==> config.mk <==
export PLATFORM = sky130hd
export DESIGN_NAME = ibor_div
export DESIGN_NICKNAME = d
export VERILOG_FILES = /design/src/design/ibor_pkg.sv /design/src/design/ibor_div.sv
export SDC_FILE = /design/constraint.sdc
export NUM_CORES = 1
export LEC_CHECK = 0
export ABC_AREA = 1
export BUFFER_PORTS_ARGS = -buffer_cell sky130_fd_sc_hd__buf_2
export CAP_MARGIN = 20
export CORE_MARGIN = 2
export CORE_UTILIZATION = 52
export DETAILED_ROUTE_END_ITERATION = 8
export GPL_ROUTABILITY_DRIVEN = 0
export MAX_ROUTING_LAYER = met4
export PLACE_DENSITY = 0.77
export SETUP_SLACK_MARGIN = 0.4
export SLEW_MARGIN = 20
export SYNTH_ARGS = -nofsm -noshare
export SYNTH_HDL_FRONTEND = slang
export SYNTH_SLANG_ARGS = --single-unit
==> constraint.sdc <==
create_clock -name i_clk -period 2.4 [get_ports i_clk]
set_clock_uncertainty 0.1 [all_clocks]
set_input_delay 0.24 -clock i_clk [delete_from_list [all_inputs] [get_ports i_clk]]
set_output_delay 0.24 -clock i_clk [all_outputs]
set_load 0.1 [all_outputs]
==> src/design/ibor_pkg.sv <==
`timescale 1ns / 1ps
// ----------------------------------------------------------------------------
// ibor_pkg: shared types and constants of the open-row bank model
// Field widths, register indexes, sequencer states and the row-table control.
// ----------------------------------------------------------------------------
package ibor_pkg;

    localparam int TOKEN_W    = 20;
    localparam int HEAD_W     = 10;
    localparam int HDIM_W     = 11;
    localparam int ROWB_W     = 17;
    localparam int COST_W     = 8;
    localparam int NBITS_W    = 3;
    localparam int IDX_W      = 31;   // token * 2047 + 1023 fits in 31 bits
    localparam int DIVIDEND_W = 42;   // (idx >> n) * head_dimension
    localparam int DIVISOR_W  = 16;   // (row_bytes >> 2) + 1 <= 32768
    localparam int ROW_W      = 40;
    localparam int CNT_W      = 64;
    localparam int BANK_OUT_W = 4;
    localparam int ADDR_W     = 5;
    localparam int APB_DW     = 32;

    typedef enum logic [2:0] {
        REG_BANK_LOG2 = 3'd0,
        REG_HEAD_DIM  = 3'd1,
        REG_ROW_BYTES = 3'd2,
        REG_PRECHARGE = 3'd3,
        REG_ACTIVATE  = 3'd4,
        REG_BURST     = 3'd5
    } t_reg_idx;

    typedef enum logic [4:0] {
        ST_IDLE = 5'b00001,
        ST_MUL1 = 5'b00010,
        ST_MUL2 = 5'b00100,
        ST_DIV  = 5'b01000,
        ST_CMP  = 5'b10000
    } t_state;

    typedef struct packed {
        logic lookup;   // latch bank, read its open row
        logic update;   // resolve access, open the row on a miss
    } t_tbl_ctl;

endpackage

==> src/design/ibor_div.sv <==
`timescale 1ns / 1ps
// ----------------------------------------------------------------------------
// ibor_div: bit-serial restoring divider
// One quotient bit per cycle; the dividend shifts out as the quotient shifts in.
// ----------------------------------------------------------------------------
module ibor_div (
    input  logic                             i_clk,
    input  logic                             i_rst_n,
    input  logic                             i_start,
    input  logic [ibor_pkg::DIVIDEND_W-1:0]  i_dividend,
    input  logic [ibor_pkg::DIVISOR_W-1:0]   i_divisor,
    output logic                             o_done,
    output logic [ibor_pkg::ROW_W-1:0]       o_quotient
);
    import ibor_pkg::*;

    localparam int CNT_BITS = $clog2(DIVIDEND_W);

    logic [DIVISOR_W-1:0]  r_rem,  n_rem;
    logic [DIVIDEND_W-1:0] r_quo,  n_quo;
    logic [DIVISOR_W-1:0]  r_dvs;
    logic [CNT_BITS-1:0]   r_cnt;
    logic                  r_busy;
    logic                  r_done;

    logic [DIVISOR_W:0]    w_rem_sh;
    logic [DIVISOR_W:0]    w_diff;
    logic                  w_ge;

    always_comb begin
        w_rem_sh = {r_rem, r_quo[DIVIDEND_W-1]};
        w_diff   = w_rem_sh - {1'b0, r_dvs};
        w_ge     = (w_rem_sh >= {1'b0, r_dvs});
        n_rem    = w_ge ? w_diff[DIVISOR_W-1:0] : w_rem_sh[DIVISOR_W-1:0];
        n_quo    = {r_quo[DIVIDEND_W-2:0], w_ge};
    end

    always_ff @(posedge i_clk) begin
        if (!i_rst_n) begin
            r_busy <= 1'b0;
            r_done <= 1'b0;
            r_cnt  <= '0;
        end else begin
            r_done <= 1'b0;
            if (i_start) begin
                r_busy <= 1'b1;
                r_cnt  <= '0;
            end else if (r_busy) begin
                if (r_cnt == CNT_BITS'(DIVIDEND_W - 1)) begin
                    r_busy <= 1'b0;
                    r_done <= 1'b1;
                end
                r_cnt <= r_cnt + 1'b1;
            end
        end
    end

    always_ff @(posedge i_clk) begin
        if (i_start) begin
            r_rem <= '0;
            r_quo <= i_dividend;
            r_dvs <= i_divisor;
        end else if (r_busy) begin
            r_rem <= n_rem;
            r_quo <= n_quo;
        end
    end

    assign o_done     = r_done;
    assign o_quotient = r_quo[ROW_W-1:0];

endmodule

# Yosys cells after proc, flatten, opt, wreduce, memory -nomap -nowiden
# Cells that the tools add are included.
# totals
ff_bits	82
latch_bits	0
ram_bits	0
rom_bits	0
mem_count	0
# classes
add_sub_neg	2
multipliers	0
div_mod_pow	0
order_cmp	1
n_eq_ne	1
n_shift	0
n_mux	7
bitwise_logic	2
reduce_logical	3
# ops
operator	count
$mux 42	2
$ge 17x16->1	1
$mux 16	1
$sub 16x16->16	1
$add 6x1->6 const B	1
$eq 6x6->1 const B	1
$mux 1	4
$reduce_or 3->1	1
$not 1->1	2
$reduce_bool 2->1	1
$reduce_or 2->1	1

# Depth between registers and ports, before layout
# logic_depth
depth_word	4
ltp_mapped	14

# Worst setup path before layout
# Ideal clock, no wire load.
# synth_path
kind	flip-flop to flip-flop
startpoint	register r_dvs[6]
endpoint	register r_rem[10]
setup_ns	0.139
arrival_ns	1.616
t_required_ns	2.161
setup_slack_ns	0.545
path_stages_with_launch	12
period_less_slack_ns	1.855
path_cell_list	edfxtp_1 -> inv_1 -> ha_1 -> nand2_1 -> nor2_1 -> nand4_1 -> nand2_1 -> nor2_4 -> buf_2 -> nand3_1 -> nand3_2 -> o21ai_2
# synth_between
elab_chain_len	2
# synth_lines
item	line	rtl
start: declaration	ibor_div.sv:21	logic [DIVISOR_W-1:0] r_dvs;
start signal: assignment	ibor_div.sv:62	r_dvs <= i_divisor;
$sub 16x16->16 or $ge 17x16->1 (tied branches)	ibor_div.sv:32, ibor_div.sv:33	
$mux 16 (*)	ibor_div.sv:34	n_rem = w_ge ? w_diff[DIVISOR_W-1:0] : w_rem_sh[DIVISOR_W-1:0];
end signal: assignment	ibor_div.sv:64	r_rem <= n_rem;
end: declaration	ibor_div.sv:19	logic [DIVISOR_W-1:0] r_rem, n_rem;
# Every way passes the cells marked *; elsewhere a longest branch is shown, timed or not.
# A chain may end at the register's enable or synchronous reset.

# Final worst setup path
# layout_path
startpoint	register r_rem[13]
endpoint	register r_rem[4]
# layout_between
elab_chain_len	2
# layout_lines
item	line	rtl
$ge 17x16->1	ibor_div.sv:33	w_ge = (w_rem_sh >= {1'b0, r_dvs});
$mux 16	ibor_div.sv:34	
# Every way passes these cells.

==> results by group <==
Status
  • Outcome: complete, no violations

Cells and area
  • # diodes: 0
  • Util after Layout: 65.8%
  • Final Cell Area: 5800 um2
  • Final Instance Count excl. Fillers: 803
  • Area Growth Syn to Fin: 21.9%
  • Commonest non-fill, non-tap cell in the layout: nand2_1
  • Layout cells sized above 1: 27.1%
  • Most frequent cells in the layout: nand2_1, buf_2, inv_1
  • Layout fillers: 677
  • Total Nets Final: 770

GRT
  • Largest net degree at the start of global routing: 59
  • Global Route Usage Sum: 21.8%
  • Global-route wire length before repair: 16900 um
  • Vias in the first global route: 3790
  • GRT overflow: 0
  • Initial antenna violation count: 0

Drt
  • Drt via density: 5.19
  • DRC Markers: 0
  • WL/cell: 14.0 um
  • Vias: 4165
  • ANT nets after route: 0
  • Pre-Repair DR Iteration Count: 6
  • Iteration-0 DRC Markers: 311
  • DRT Wirelength: 11300 um

Min path
  • Hold_sp: i_rst_n
  • Hold path depth: 3
  • Hold Path Class: input pin to register
  • Hold EP: r_busy$_SDFF_PN0_

Setup path
  • CP arrival: 2.10 ns
  • Max FO, Critical Path: 10
  • Crit. End Element: register
  • Setup crit start kind: register
  • R2r worst-path depth: 10
  • Worst reg2reg startpoint: r_rem[13]$_SDFFE_PP0P_
  • Worst EP required: 2.55 ns
  • Setup CP Type: register to register
  • R2R Path End: r_rem[4]$_SDFFE_PP0P_
  • R2R setup slack: 0.45 ns

Timing
  • Count of final max-slew check failures: 0
  • Setup_tns: 0 ns
  • RSZ-0062 raised after global routing: true
  • Final min period: 1.95 ns
  • Min Hold Slack: 0.0143 ns
  • Final setup violation count: 0
  • Slew at the pin with the worst max-slew slack: 0.742 ns
  • Post-route setup slack: 0.448 ns
  • Hold Vio Cnt, Final: 0
  • Period utilisation layout: 81.3%
  • Fmax: 0.512 GHz
  • Slew margin rel.: 50.5%

Logic synthesis
  • Synth warn: 0
  • Post-synthesis sequential area ratio: 46.7%
  • Count of unique library cells instantiated by Yosys: 34
  • Cell count after synthesis: 602
  • Post-synthesis register bit count: 82
  • Synthesized area: 4760 um2
  • Syn Area/Cell: 7.90 um2
  • Syn nets: 682

Floorplanning
  • Full die area: 9930 um2
  • Core ar.: 8810 um2
  • Die W: 99.6 um
  • Die Y: 99.6 um
  • Top Ports: 102
  • Initial Util: 54.0%
  • Cell Rows: 34

Pwr
  • Total Power: 3.64 mW
  • Power density over the cells: 628 nW/um2
  • VDD IR-drop max: 0.000290 V
  • Leak Pwr: 2.87 nW

Placement
  • Dpl hpwl: 7370 um
  • PortBufs: 101
  • Worst slack at placement: 0.273 ns
  • Post-place instance area: 5080 um2
  • Placed insts: 762

Clock network
  • CTS Buf Count: 9
  • CTS max path bufs: 2
  • H-tree depth: 3
  • CTS sink cnt: 82
  • Reg clk slew, reported paths: 0.08 ns
  • Root Driver: clkbuf_8
  • Worst-Skew Late Latency: 0.37 ns
  • TritonCTS clock tree: built

Flow run
  • Max cap viols: 0
[worst max-delay path, stage by stage (launching register included)]
cell	delay, ns
dfxtp_1	0.42
ha_4	0.26
a21oi_2	0.17
o21a_1	0.15
nand2_1	0.09
nor2_4	0.12
buf_12	0.16
buf_4	0.13
nand3_1	0.07
nand3_1	0.08
o21ai_0	0.08
[synth_stat cells, drive strengths merged]
cell | count | area [um2]
o21a | 1 | 7.51
nand3b | 7 | 52.6
clkbuf | 9 | 33.8
edfxtp | 58 | 1740
dfxtp | 24 | 480
inv | 75 | 282
fa | 1 | 20.0
nand4 | 4 | 25.0
a21oi | 11 | 62.6
ha | 18 | 225
o21ai | 10 | 53.8
buf | 45 | 334
nor3b | 5 | 37.5
nor4 | 1 | 6.26
nor2 | 27 | 114
xnor2 | 4 | 35.0
a211oi | 1 | 7.51
o21bai | 1 | 7.51
nand3 | 40 | 215
nor3 | 7 | 35.0
a31oi | 1 | 6.26
nand2 | 250 | 956
xor2 | 2 | 17.5
[worst max path at each step]
stage          depth (start not counted)                     end  slack [ns]                   start
2_1_floorplan                         11  r_rem[10]$_SDFFE_PP0P_        0.54      r_dvs[6]$_DFFE_PP_
3_3_place_gp                          11  r_rem[14]$_SDFFE_PP0P_        0.30     r_quo[41]$_DFFE_PP_
3_5_place_dp                          11  r_rem[14]$_SDFFE_PP0P_        0.27     r_quo[41]$_DFFE_PP_
4_1_cts                               11  r_rem[14]$_SDFFE_PP0P_        0.40     r_quo[41]$_DFFE_PP_
5_1_grt                               10  r_rem[14]$_SDFFE_PP0P_        0.33      r_dvs[0]$_DFFE_PP_
6_report                              10   r_rem[4]$_SDFFE_PP0P_        0.45  r_rem[13]$_SDFFE_PP0P_
[routing by layer]
layer  wire [um]  track usage (%)  vias to the layer above
met5           0                -                        -
li1            -                -                     2041
met3         721             2.39                       34
met4         333             10.6                        0
met2        5530             35.6                      195
met1        4690             26.9                     1895
[registers in the layout, indices dropped and copies added (netlist names)]
name / flops
r_busy: 1
r_quo: 42
r_rem: 16
r_cnt: 6
o_done: 1
r_dvs: 16
[where the power goes]
part           switching, mW  internal [mW]
sequential            0.0497           1.64
combinational          0.786          0.229
clock                  0.548          0.389
total                   1.38           2.26
[cells by family (layout without fill, tap and decap cells)]
family                     count (synthesis)  in the layout  synth area share (%)
AOI/OAI and AO/OA                         25             25                  3.05
and+or+nand+nor                          341            344                  30.3
xor gates and xnor gates                   6              6                  1.10
buffers and inverters                    129            219                  13.7
adders and majority gates                 19             19                  5.16
DFF                                       82             82                  46.7
[what timing repair did]
item                                    CTS  global route
pin swaps                                 5            14
buffers inserted                          3             3
endpoints found under the hold margin    16             0
resized for setup                        14            41
cloned                                    0             3
hold buffers                             16             0
endpoints found under the setup margin   47            17
[cell type report]
cell class | instances | area (um2) | area share, %
multi-input cells | 394 | 2210 | 38.1
well taps | 108 | 135 | 2.33
flip-flops and latches | 82 | 2220 | 38.3
clock inverters | 6 | 50.0 | 0.864
clock buffers | 10 | 128 | 2.20
inverters | 75 | 282 | 4.86
repair buffers | 128 | 773 | 13.3
Power figures use the tool's default switching activity.
